==> src/design/rgbxyz_pkg.sv <==
`default_nettype none
package rgbxyz_pkg;

  // field widths
  localparam int CH_W  = 16;
  localparam int LUM_W = 17;
  localparam int Q_W   = 32;
  localparam int LANES = 9;
  localparam int COLS  = 3;

  // packed stream widths
  localparam int IN_FIELDS_W = 6 * CH_W + LUM_W + 2 * CH_W;
  localparam int IN_W        = ((IN_FIELDS_W + 7) / 8) * 8;
  localparam int OUT_W       = LANES * Q_W;

  // datapath widths
  localparam int PZ_W     = CH_W + 2;
  localparam int CM_W     = CH_W + 1;
  localparam int PROD_W   = 2 * CH_W;
  localparam int T_W      = 2 * (CH_W + 1);
  localparam int V_W      = PROD_W + 4;
  localparam int VM_W     = V_W - 1;
  localparam int N_W      = PROD_W + 4;
  localparam int NM_W     = N_W - 1;
  localparam int NLO_W    = 18;
  localparam int NHI_W    = NM_W - NLO_W;
  localparam int CL_W     = CM_W + LUM_W;
  localparam int SCALE_SH = 8;
  localparam int NUM_W    = CL_W + NM_W + SCALE_SH;
  localparam int DEN_W    = VM_W + CH_W;

  // one in Q1.16
  localparam logic signed [PZ_W-1:0] ONE_Q16 = PZ_W'(65536);

  // saturation limits
  localparam logic [Q_W-1:0] SAT_POS = 32'h7FFF_FFFF;
  localparam logic [Q_W-1:0] SAT_NEG = 32'h8000_0000;

  // one matrix entry under division
  typedef struct packed {
    logic [DEN_W-1:0] rem;
    logic [Q_W-1:0]   lq;
    logic             neg;
    logic             ovf;
  } lane_t;

  // one item moving through the divider chain
  typedef struct packed {
    logic                    valid;
    logic                    bad;
    logic [DEN_W-1:0]        den;
    lane_t [LANES-1:0]       lanes;
  } div_t;

endpackage
`default_nettype wire

==> src/design/rgbxyz_div_step.sv <==
`default_nettype none
module rgbxyz_div_step
  import rgbxyz_pkg::*;
(
  input  wire logic clk,
  input  wire logic rst,
  input  wire logic en,
  input  div_t      din,
  output div_t      dout
);

  // one restoring quotient bit per lane
  div_t               nxt;
  logic [DEN_W:0]     tmp [LANES];
  logic               ge  [LANES];

  always_comb begin
    nxt = din;
    for (int k = 0; k < LANES; k++) begin
      tmp[k] = {din.lanes[k].rem, din.lanes[k].lq[Q_W-1]};
      ge[k]  = tmp[k] >= {1'b0, din.den};
      nxt.lanes[k].rem = ge[k] ? DEN_W'(tmp[k] - {1'b0, din.den}) : DEN_W'(tmp[k]);
      nxt.lanes[k].lq  = {din.lanes[k].lq[Q_W-2:0], ge[k]};
    end
  end

  always_ff @(posedge clk) begin
    if (rst) begin
      dout.valid <= 1'b0;
    end else if (en) begin
      dout <= nxt;
    end
  end

endmodule
`default_nettype wire

==> config.mk <==
export PLATFORM = sky130hd
export DESIGN_NAME = rgbxyz_div_step
export DESIGN_NICKNAME = d
export VERILOG_FILES = /design/src/design/rgbxyz_pkg.sv /design/src/design/rgbxyz_div_step.sv
export SDC_FILE = /design/constraint.sdc
export NUM_CORES = 2
export LEC_CHECK = 0
export BUFFER_PORTS_ARGS = -buffer_cell sky130_fd_sc_hd__buf_2
export CAP_MARGIN = 25
export CORE_AREA = 5 5 630 632
export CTS_CLUSTER_SIZE = 28
export DETAILED_ROUTE_END_ITERATION = 6
export DIE_AREA = 0 0 635 637
export PLACE_DENSITY = 0.35
export SLEW_MARGIN = 10
export SYNTH_ARGS = -nofsm -noshare
export SYNTH_HDL_FRONTEND = slang
export SYNTH_SLANG_ARGS = --single-unit
==> constraint.sdc <==
create_clock -name clk -period 55.6 [get_ports clk]
set_clock_uncertainty 0.15 [all_clocks]
set_input_delay 2.78 -clock clk [delete_from_list [all_inputs] [get_ports clk]]
set_output_delay 2.78 -clock clk [all_outputs]
set_load 0.02 [all_outputs]
== After elaboration in Yosys (flattened, before gate mapping) ==
Cells that the tools add are included.
Storage, ports and cells
  output and inout bits: 818
  memories: 0
  memory bits (read-only): 0
  bits in writable memories: 0
  bits in latches: 0
  flip-flop bits (word level): 818
Cells by class
  reduce and logical (&&, ||, !) cells: 1
  $add $sub $neg: 9
  eq/ne operators: 0
  shift-type cells: 0
  div/mod/pow operators: 0
  multipliers: 0
  bitwise logic cells: 1
  $lt $le $gt $ge: 9
  mux-type cells: 9
Operators by type and width (count)
  $ge A52 B51 Y1: 9
  $mux W51: 9
  $sub A51 B51 Y51: 9
  $reduce_and A2 Y1: 1
  $not A1 Y1: 1

== Longest topological paths before layout ==
  depth after elaboration: 2
  mapped depth: 16

== Worst setup path after synthesis ==
Ideal clock, no wire load.
  path type: input-to-reg
  start point: input port rst
  end point: register dout[0] (netlist name) (enable)
  stages on the path: 1
  setup time: 2132 ps
  setup slack: 14508 ps
  buffers on the path: 0
  data arrival time: 38810 ps
  data required time: 53318 ps
  path through: nor2b_1
On the way
  word-level cells in the longest chain between the ends: 2
RTL lines
  from (decl): line rgbxyz_div_step.sv:6  | input wire logic rst,
  $not A1 Y1 (no source line)
  $reduce_and A2 Y1 (no source line)
  to (signal assigned): line rgbxyz_div_step.sv:31  | dout <= nxt;
  to (decl): line rgbxyz_div_step.sv:9  | output div_t dout
No other way between the ends.
A chain may end at the register's enable or synchronous reset.

==> results.toml <==
[clock_tree]
worst_skew_pair.late_latency_ns = 0.85
cts_buffer_depth = 4
root_buffer = "clkbuf_16"
h-tree-depth = 3
clkSlewWorstSetupHoldPaths_ns = 0.06
cts_buffers = 117
cts.sinks = 818
cts_hold_buffers = 0
cts_resized = 0
post_cts_buffers = 0
cts_tree = "done"

[finish]
seqCellArea_um2 = 24550
n_fill_cell = 43790
largest_reg_flops = 818
largest_register = "dout"
largestRegisters = "dout (818)"
fin_nets = 8452
drive_gt1_share_pct = 29.97
multi_input_area_um2 = 29970
area_delta_synth_final_pct = 33.33

[synth]
postSynthAreaPerCell_um2 = 10.10
synth_xor_area_share_pct = 6.344
ys_ff_latch = 818
syn_inst = 5547
yosys.area.top_type = "edfxtp_1"
syn-num-nets = 6836
synth_compound_area_share_pct = 19.80
ys_seq_area_share_pct = 43.81
synth_area_um2 = 56050
yosysUniqueCellTypes = 86
synth_top_flop_cell = "edfxtp_1"
synth_warnings = 0
synthSimpleGateAreaFrac_pct = 11.75
synth.area.top_cells = "edfxtp_1 44%, ha_1 10%, a21oi_1 4.9%, xnor2_1 4.1%, o21ai_0 3.8%"
synth-adder-area-share_pct = 10.57
muxShareOfSynthArea_pct = 4.909
netlist.area_leader.share_pct = 43.77
synth_top_family_by_area = "compound AO/OA/AOI/OAI gates"
synth-edff-count = 817
synth-async-reset-ratio_pct = 0

[run]
drv_cap = 0

[global_route]
grt_pass1_wl_um = 526800
grtUsageTotal_pct = 19.30
grt_max_degree = 142
antenna_found_initial = 193
grt_pass1_vias = 53610
grt-ovfl-total = 0

[floorplanning]
rows = 230
io_pins = 1639
dieWidth_um = 635
fp.dieArea_um2 = 404500
start_util_pct = 14.34
die_h_um = 637
coreArea_um2 = 390800

[route]
drc_errors = 1
wire_per_inst_um = 32.65
via_count = 53980
first_iter_violations = 4425
vias_per_cell = 4.283
wl_um = 411400
first_pass_iters = 7
ant_nets = 0

[sta]
tns_ns = 0
finalHoldViolations = 0
post-route-min-period_ns = 7.893
fin_crit_sh_pct = 14.20
setup_viol = 0
slew_violations = 0
rsz0062_at_grt = "false"
slew_headroom_pct = 29.74
clock.fmax_mhz = 126.7
tightest_slew_ns = 1.050
hold_slack_ns = 0.3527

[outcome]
violations = "design-rule violations"
run_status = "finished with violations"

[power_and_ir_drop]
p_leak_uw = 0.03032
powerDensity_nw_per_um2 = 30.63
ir_worst_vdd_mv = 0.02763

[critical_path]
endpoint_kind = "register"
path_max_fanout = 27
worst_ep_arrival_time_ns = 8.33
worstPathRequired_ns = 56.04
crit_type = "in2reg"
start_kind = "input pin"

[placed_design]
gp_congestion = 0.9302
io_buffer_count = 1638
place_hpwl_um = 337700

[hold_path]
min_path_type = "reg2reg"
==> logic make-up after synthesis <==
family,Yosys count
AND/OR/NAND/NOR,1419
flip-flops,818
buffers and inverters,407
XOR/XNOR,406
AO/OA/AOI/OAI,1783
multiplexers,246
adder cells (fa/ha/maj),468
==> Yosys cell counts (15+ instances only) <==
| master | n |
|---|---|
| xnor2_1 | 264 |
| o31ai_1 | 36 |
| a31oi_1 | 69 |
| ha_1 | 459 |
| nor4_1 | 23 |
| nor2_1 | 335 |
| o21a_1 | 57 |
| inv_1 | 186 |
| mux2_2 | 185 |
| a31o_2 | 17 |
| o21ai_0 | 430 |
| a21o_1 | 277 |
| and3_1 | 60 |
| o21bai_1 | 86 |
| nand4_1 | 115 |
| mux2i_1 | 15 |
| nor2b_1 | 50 |
| o211ai_1 | 28 |
| or3_1 | 23 |
| nand2b_1 | 30 |
| o31a_1 | 17 |
| nand3_1 | 92 |
| a211oi_1 | 49 |
| nand2_1 | 527 |
| mux2_1 | 46 |
| and2_1 | 27 |
| edfxtp_1 | 817 |
| a21oi_1 | 554 |
| clkbuf_1 | 193 |
| nor3_1 | 82 |
| xor2_1 | 142 |
==> power breakdown <==
part / leakage, uW / total [uW] / switching (uW) / internal (uW)
clock network: 0.00183 / 776 / 329 / 448
registers: 0.00767 / 791 / 30.8 / 760
logic: 0.0208 / 722 / 484 / 238
total: 0.0303 / 2290 / 844 / 1450
==> routing by layer <==
layer | part of all wire, % | global-route usage [%] | routed length, um | vias up
met1 | 34 | 19.47 | 140400 | 26610
li1 | - | - | - | 24350
met5 | 0.18 | 0 | 734 | -
met3 | 6.3 | 4.165 | 25770 | 630
met2 | 53 | 36.90 | 219900 | 2281
met4 | 6.0 | 10.15 | 24570 | 106
==> through the flow <==
stage	util (%)	setup WS [ns]	instances	instance area [um^2]	total power, uW
floorplan	-	14.51	5547	56050	1232
global placement	18.05	46.81	12260	70530	1537
detailed placement	18.06	46.90	12260	70580	1533
CTS	19.03	47.85	12470	74380	2337
global route	19.10	47.54	12570	74660	2396
finish	19.12	47.71	12600	74730	2289
==> area by class of cell <==
class	count	share of cell area [%]
Multi-Input combinational cell	4322	40.10
Sequential cell	818	32.85
Timing Repair Buffer	1715	11.84
Tap cell	5220	8.739
Clock buffer	136	4.042
Clock inverter	70	1.035
Inverter	189	0.9493
Antenna cell	132	0.4420
==> layout by cell type (no fill, tap or decap), types with 53 or more instances in the layout <==
| cell type | instances |
|---|---|
| clkbuf_16 | 118 |
| a31oi_1 | 68 |
| nor3_1 | 82 |
| o21bai_1 | 86 |
| buf_4 | 72 |
| nand2_1 | 527 |
| xnor2_1 | 264 |
| nand3_1 | 92 |
| o21a_1 | 57 |
| a21o_1 | 277 |
| inv_1 | 136 |
| buf_2 | 1637 |
| mux2_2 | 185 |
| xor2_1 | 142 |
| nand4_1 | 115 |
| diode_2 | 132 |
| edfxtp_1 | 817 |
| inv_2 | 53 |
| a21oi_1 | 554 |
| ha_1 | 459 |
| o21ai_0 | 430 |
| and3_1 | 60 |
| nor2_1 | 335 |
==> critical path: stages <==
cell,delay (ns)
buf_2,0.30
buf_4,0.39
ha_1,0.27
fa_1,0.22
nor2b_1,0.08
o31a_1,0.27
or3_1,0.34
a21oi_2,0.25
o41ai_1,0.19
a2111oi_1,0.75
nor4_1,0.22
o211a_1,0.33
nor2_1,0.81
inv_2,0.43
buf_12,0.30
mux2_2,0.31
==> worst paths after layout <==
check / depth (start not counted) / start / slack, ns / end
worst min register to register: 2 / dout[817]$_SDFFE_PP0P_ / 0.35 / dout[817]$_SDFFE_PP0P_
worst min-delay path: 2 / dout[817]$_SDFFE_PP0P_ / 0.35 / dout[817]$_SDFFE_PP0P_
worst max register to register: 2 / dout[817]$_SDFFE_PP0P_ / 54.86 / dout[817]$_SDFFE_PP0P_
worst max-delay path: 16 / din[765] / 47.71 / dout[409]$_DFFE_PP_
No activity file was read; power rests on OpenSTA's default activity.
