==> src/design/rgbxyz_pkg.sv <==
`default_nettype none
package rgbxyz_pkg;

  // field widths
  localparam int CH_W  = 16;
  localparam int LUM_W = 17;
  localparam int Q_W   = 32;
  localparam int LANES = 9;
  localparam int COLS  = 3;

  // packed stream widths
  localparam int IN_FIELDS_W = 6 * CH_W + LUM_W + 2 * CH_W;
  localparam int IN_W        = ((IN_FIELDS_W + 7) / 8) * 8;
  localparam int OUT_W       = LANES * Q_W;

  // datapath widths
  localparam int PZ_W     = CH_W + 2;
  localparam int CM_W     = CH_W + 1;
  localparam int PROD_W   = 2 * CH_W;
  localparam int T_W      = 2 * (CH_W + 1);
  localparam int V_W      = PROD_W + 4;
  localparam int VM_W     = V_W - 1;
  localparam int N_W      = PROD_W + 4;
  localparam int NM_W     = N_W - 1;
  localparam int NLO_W    = 18;
  localparam int NHI_W    = NM_W - NLO_W;
  localparam int CL_W     = CM_W + LUM_W;
  localparam int SCALE_SH = 8;
  localparam int NUM_W    = CL_W + NM_W + SCALE_SH;
  localparam int DEN_W    = VM_W + CH_W;

  // one in Q1.16
  localparam logic signed [PZ_W-1:0] ONE_Q16 = PZ_W'(65536);

  // saturation limits
  localparam logic [Q_W-1:0] SAT_POS = 32'h7FFF_FFFF;
  localparam logic [Q_W-1:0] SAT_NEG = 32'h8000_0000;

  // one matrix entry under division
  typedef struct packed {
    logic [DEN_W-1:0] rem;
    logic [Q_W-1:0]   lq;
    logic             neg;
    logic             ovf;
  } lane_t;

  // one item moving through the divider chain
  typedef struct packed {
    logic                    valid;
    logic                    bad;
    logic [DEN_W-1:0]        den;
    lane_t [LANES-1:0]       lanes;
  } div_t;

endpackage
`default_nettype wire

==> src/design/rgbxyz_round.sv <==
`default_nettype none
module rgbxyz_round
  import rgbxyz_pkg::*;
(
  input  wire logic             clk,
  input  wire logic             rst,
  input  wire logic             en,
  input  div_t                  din,
  output logic                  out_valid,
  output logic [OUT_W-1:0]      out_data,
  output logic                  out_bad
);

  // round half away, saturate, apply sign; zero all entries of a bad item
  logic [OUT_W-1:0] data_next;
  logic             up   [LANES];
  logic [Q_W:0]     q33  [LANES];
  logic             sat  [LANES];
  logic [Q_W-1:0]   mag  [LANES];

  always_comb begin
    data_next = '0;
    for (int k = 0; k < LANES; k++) begin
      up[k]  = {din.lanes[k].rem, 1'b0} >= {1'b0, din.den};
      q33[k] = {1'b0, din.lanes[k].lq} + (Q_W+1)'(up[k]);
      if (din.lanes[k].neg) begin
        sat[k] = din.lanes[k].ovf || (q33[k] > {1'b0, SAT_NEG});
        mag[k] = sat[k] ? SAT_NEG : q33[k][Q_W-1:0];
        data_next[k*Q_W +: Q_W] = '0 - mag[k];
      end else begin
        sat[k] = din.lanes[k].ovf || (q33[k] > {1'b0, SAT_POS});
        mag[k] = sat[k] ? SAT_POS : q33[k][Q_W-1:0];
        data_next[k*Q_W +: Q_W] = mag[k];
      end
    end
    if (din.bad) begin
      data_next = '0;
    end
  end

  // output register
  always_ff @(posedge clk) begin
    if (rst) begin
      out_valid <= 1'b0;
    end else if (en) begin
      out_valid <= din.valid;
    end
  end

  always_ff @(posedge clk) begin
    if (en) begin
      out_data <= data_next;
      out_bad  <= din.bad;
    end
  end

endmodule
`default_nettype wire

==> config.mk <==
export PLATFORM = sky130hd
export DESIGN_NAME = rgbxyz_round
export DESIGN_NICKNAME = d
export VERILOG_FILES = /design/src/design/rgbxyz_pkg.sv /design/src/design/rgbxyz_round.sv
export SDC_FILE = /design/constraint.sdc
export NUM_CORES = 2
export LEC_CHECK = 0
export ABC_CLOCK_PERIOD_IN_PS = 8700
export BUFFER_PORTS_ARGS = -buffer_cell sky130_fd_sc_hd__clkbuf_2
export CAP_MARGIN = 30
export CORE_AREA = 2 2 436 438
export CTS_CLUSTER_DIAMETER = 40
export DETAILED_ROUTE_END_ITERATION = 12
export DIE_AREA = 0 0 438 440
export GPL_TIMING_DRIVEN = 0
export HOLD_SLACK_MARGIN = 0.12
export PLACE_DENSITY = 0.45
export REMOVE_ABC_BUFFERS = 1
export SYNTH_ARGS = -nofsm -noshare
export SYNTH_HDL_FRONTEND = slang
export SYNTH_SLANG_ARGS = --single-unit
==> constraint.sdc <==
create_clock -name clk -period 8.7 [get_ports clk]
set_clock_uncertainty 0.2 [all_clocks]
set_input_delay 1.74 -clock clk [delete_from_list [all_inputs] [get_ports clk]]
set_output_delay 1.74 -clock clk [all_outputs]
set_load 0.1 [all_outputs]
### After elaboration in Yosys (flattened, before gate mapping)

Cells that the tools add are included.

* bits of input ports: 821
* register bits: 290
* word-level logic and storage cells: 93

* multiplexer cells: 27
* reduce and logical (&&, ||, !) cells: 18
* add/sub/neg operators: 18
* magnitude comparators: 27

Operators with widths (count)
* 2-to-1 mux 32 bit: 27
* greater-or-equal comparator 52 x 51 -> 1 bit: 9
* adder 32 x 1 -> 33 bit: 9
* greater-than comparator 33 x 31 -> 1 bit, second input constant: 9
* greater-than comparator 33 x 32 -> 1 bit, second input constant: 9
* subtractor 1 x 32 -> 32 bit, first input constant: 9
* logical OR 1 bit: 18

### Longest topological paths before layout

* depth after elaboration: 7
* gate-level depth with buffers: 33

### Least setup slack after synthesis

Ideal clock, no wire load.

* kind: input -> register
* start point: input port din[794] in the netlist's numbering
* end point: register out_data[118], data pin
* stages on the path: 33
* arrival: 7.864 ns
* path slack: 0.350 ns
* data required time: 8.214 ns
* cell sequence: inv_1 -> ha_1 -> a21o_1 -> a21o_1 -> a21o_1 -> a21o_1 -> a21o_1 -> a21o_1 -> a221o_1 -> o21ai_0 -> nand3_1 -> ha_1 -> ha_1 -> nand3_1 -> nor4_1 -> xnor2_1 -> nand4_1 -> nor4_1 -> and4bb_1 -> a21o_1 -> buf_4 -> buf_4 -> nand2_1 -> ha_1 -> clkbuf_1 -> and3_1 -> clkbuf_1 -> nand3_1 -> or3_1 -> nor2_1 -> or2_2 -> o21ai_0 -> a221oi_1

* word-level cells in the longest chain between the ends: 7
* elaborated cells between the ends (all ways): 10
* classes of those cells: add/sub (2); order compare (3); mux (3); reduce/logical (2)

RTL lines
* start: declaration: RTL line rgbxyz_round.sv:8 `input div_t din,`
* greater-or-equal comparator 52 x 51 -> 1 bit *: RTL line rgbxyz_round.sv:24 `up[k] = {din.lanes[k].rem, 1'b0} >= {1'b0, din.den};`
* adder 32 x 1 -> 33 bit *: RTL line rgbxyz_round.sv:25 `q33[k] = {1'b0, din.lanes[k].lq} + (Q_W+1)'(up[k]);`
* greater-than comparator 33 x 32 -> 1 bit: RTL line rgbxyz_round.sv:27 `sat[k] = din.lanes[k].ovf || (q33[k] > {1'b0, SAT_NEG});`
* logical OR 1 bit: RTL line rgbxyz_round.sv:27
* 2-to-1 mux 32 bit: RTL line rgbxyz_round.sv:28 `mag[k] = sat[k] ? SAT_NEG : q33[k][Q_W-1:0];`
* subtractor 1 x 32 -> 32 bit: RTL line rgbxyz_round.sv:29 `data_next[k*Q_W +: Q_W] = '0 - mag[k];`
* 2-to-1 mux 32 bit *: RTL line rgbxyz_round.sv:26 `if (din.lanes[k].neg) begin`
* end signal: assignment: RTL line rgbxyz_round.sv:52 `out_data <= data_next;`
* end: declaration: RTL line rgbxyz_round.sv:10 `output logic [OUT_W-1:0] out_data,`

Mark *: on every way between the ends. The rest lies on a longest branch, timed or not.
A chain may end at the register's enable or synchronous reset.

### Final worst setup path

* start point: input port din[772] in the netlist's numbering
* end point: register out_data[246], data pin

The elaborated chain is that of the path after synthesis.

==> flow_summary.yaml <==
synth:
  seq_area_frac_synth_pct: 22.1
  synth_top_area_share_pct: 22.0
  synth_fa_ha_area_share_pct: 15.2
  synthSimpleGateAreaFrac_pct: 26.1
  synth_edf_count: 289
  syn_inst: 4898
  yosys-top-cells-area: "edfxtp_1 (22%), ha_1 (15%), a21oi_1 (4.4%)"
  muxShareOfSynthArea_pct: 2.04
  synth_xor_area_share_pct: 6.70
  synth-seq-cells: 290
  syn_area_sq_um: 39400
  avgSynthCellArea_sq_um: 8.04
  yosysUniqueCellTypes: 93
  synth_top_family_by_area: "simple AND/OR/NAND/NOR gates"
  synth_compound_area_share_pct: 23.9
  synthFlopType: "edfxtp_1"
  yosysWarningCount: 0
  yosys.area.top_type: "edfxtp_1"
  ys_async_sr_fraction_pct: 0
timing:
  period_minus_slack_ns: 8.56
  worst_pin_slew_ns: 1.06
  final_max_slew_viol_count: 0
  rsz0062_at_grt: "yes"
  relSlewSlack_pct: 29.0
  max_freq_mhz: 117
  setup_viol: 0
  hold_viol: 0
  min_period_over_period_pct: 98.4
grt:
  grt_pass1_wl_um: 318000
  grt.overflow.total: 0
  grt_usage_pct: 22.6
  grt_max_degree: 95
  grt_pass1_vias: 43100
  antenna_found_initial: 71
cts:
  htreeDepth: 3
  cts_made_buffers: 69
  insertion_delay_ns: 0.66
  clk_path_buf_depth: 3
  path_clk_slew_ns: 0.05
  clockRootBuffer: "clkbuf_16"
  cts_tree: "done"
  cts-hold-fix-buffers: 0
  clock_sinks: 290
drt:
  drt_iter0_markers: 3860
  drtPass1Iterations: 7
  vias: 46200
  post_drt_wl_per_cell_um: 26.5
  post-route-drc-count: 0
  drt_wl_total_um: 231000
  via_per_inst: 5.32
  ant_nets: 0
critical_path:
  cp.required_ns: 8.95
  critPathMostFrequentCell: "buf_6"
  critical_path.top_delay_family: "simple AND/OR/NAND/NOR gates"
  worstSetupPathType: "input pin to register"
  cp.depth: 34
  worstSetupStartpointType: "input pin"
  crit_path_top_delay_cell: "o211ai_1"
  path_buf_inv: 7
  slowest_delay_ns: 0.48
  worstPathArrival_ns: 8.81
  worstSetupEndpointType: "register"
  reg2regPathDepth: 2
  crit_fanout: 8
power_and_ir_drop:
  p_int_w: 0.00418
  p_sw_w: 0.00320
  powerDensity_nw_per_um2: 137
  p_leak_nw: 22.4
  clkPwrFrac_pct: 35.7
  pwr-share-comb_pct: 40.5
  power.share.sequential_pct: 23.8
  p_sw_share_pct: 43.4
  irDropWorstVdd_mv: 0.136
finish:
  most-common-layout-cells: "clkbuf_2 (1107), ha_1 (445), nand2_1 (401), a21oi_1 (338), nor2_1 (303)"
  final_cells: 8694
  mostFrequentLayoutCell: "clkbuf_2"
  fin_nets: 7380
  drive_gt1_share_pct: 30.2
  multi_input_area_sq_um: 31000
  nFillCells: 20500
  seq_area_sq_um: 8700
  syn2layout_area_growth_pct: 37.0
  fin_util_pct: 28.6
placed_design:
  numPortBuffers: 1110
  gp_congestion: 0.966
  dpl.hpwl_um: 187000
  place_inst: 8316
min_path:
  hold_path.class: "register to register"
  holdPathStages: 2
floorplanning:
  dieArea_sq_um: 193000
  coreArea_sq_um: 189000
  initial_core_util_pct: 20.9
  fp-row-count: 160
  dieWidth_um: 438
  num_io_pins: 1111
  die_h_um: 440
run:
  drv_cap: 0
run_status:
  status: "finished clean"
## timing repair
action,CTS,global route
gates cloned,4,2
endpoints found under the hold margin,0,0
setup endpoints to repair,216,98
pin swaps,59,82
buffers inserted,111,90
resized for setup,244,143
## routing by layer
layer	up-vias	global-route usage, %	part of all wire, %
met4	10	14.4	6.7
li1	21500	-	-
met3	434	3.15	5.5
met5	-	0	0.028
met1	22300	25.5	37
met2	1918	39.8	50
## final timing paths
check,start,end,slack (ns)
max reg2reg,out_valid,out_valid,7.91
min,out_valid,out_valid,0.32
max,din[772],out_data[246],0.14
min reg2reg,out_valid,out_valid,0.32
## synthesized netlist by cell type, drive strengths merged, types with 14 or more instances
library cell	count
a2111oi	23
a211oi	79
a21boi	14
a21o	198
a21oi	350
a221oi	93
a311oi	26
a31o	14
a31oi	61
and2	46
and3	96
and4	54
buf	52
clkbuf	209
edfxtp	289
ha	477
inv	136
mux2	18
mux2i	60
nand2	406
nand2b	39
nand3	249
nand4	217
nor2	316
nor2b	51
nor3	170
nor3b	19
nor4	122
o2111ai	19
o211ai	35
o21a	33
o21ai	272
o22ai	16
o311ai	18
o31ai	31
o41ai	14
or2	28
or3	55
or4	31
xnor2	170
xor2	131
## per-stage QoR
stage | hold WS, ns | cell area, sq um | TNS, ns | setup WS, ns | power [W]
2_1_floorplan | 0.771 | 38300 | 0 | 0.364 | 0.00354
3_3_place_gp | 0.275 | 47000 | -919.31 | -6.74 | 0.00456
3_5_place_dp | 0.306 | 47800 | -409.27 | -3.39 | 0.00459
4_1_cts | 0.318 | 52400 | -0.0981 | -0.0620 | 0.00740
5_1_grt | 0.353 | 53900 | -0.376 | -0.0919 | 0.00770
6_report | 0.324 | 53900 | 0 | 0.143 | 0.00739
## cell type report
class | instances | share of cell area (%)
repair buffers | 1369 | 14.8
well taps | 2511 | 5.83
inverters | 137 | 1.16
diodes | 49 | 0.227
clock buffers | 75 | 3.24
multi-input cells | 4215 | 57.5
clock inverters | 48 | 1.07
flip-flops and latches | 290 | 16.1
## power groups by stage
stage	Sequential [W]	Combinational (W)	Clock [W]
after floorplan	0.00267	0.000869	0
after global placement	0.00180	0.00276	0
after detailed placement	0.00178	0.00281	0
after CTS	0.00176	0.00293	0.00271
after global routing	0.00177	0.00317	0.00276
final	0.00176	0.00299	0.00264
## worst reg2reg max path: stages (launching register included)
cell	delay [ns]
dfxtp_1	0.31
mux2i_1	0.12
nor2_1	0.06
## logic make-up (layout without fill, tap and decap cells)
group                    after synthesis  after routing
other                                  0             49
AND/OR/NAND/NOR                     1949           1950
buffers and inverters                398           1629
adder cells (fa/ha/maj)              477            477
XOR/XNOR                             301            301
multiplexers                          78             78
AO/OA/AOI/OAI                       1405           1409
flip-flops                           290            290
## registers in the layout, indices dropped and copies added (netlist names)
register / cells
out_bad: 1
out_valid: 1
out_data: 288
Note: power is estimated with default switching activity, not from simulation.
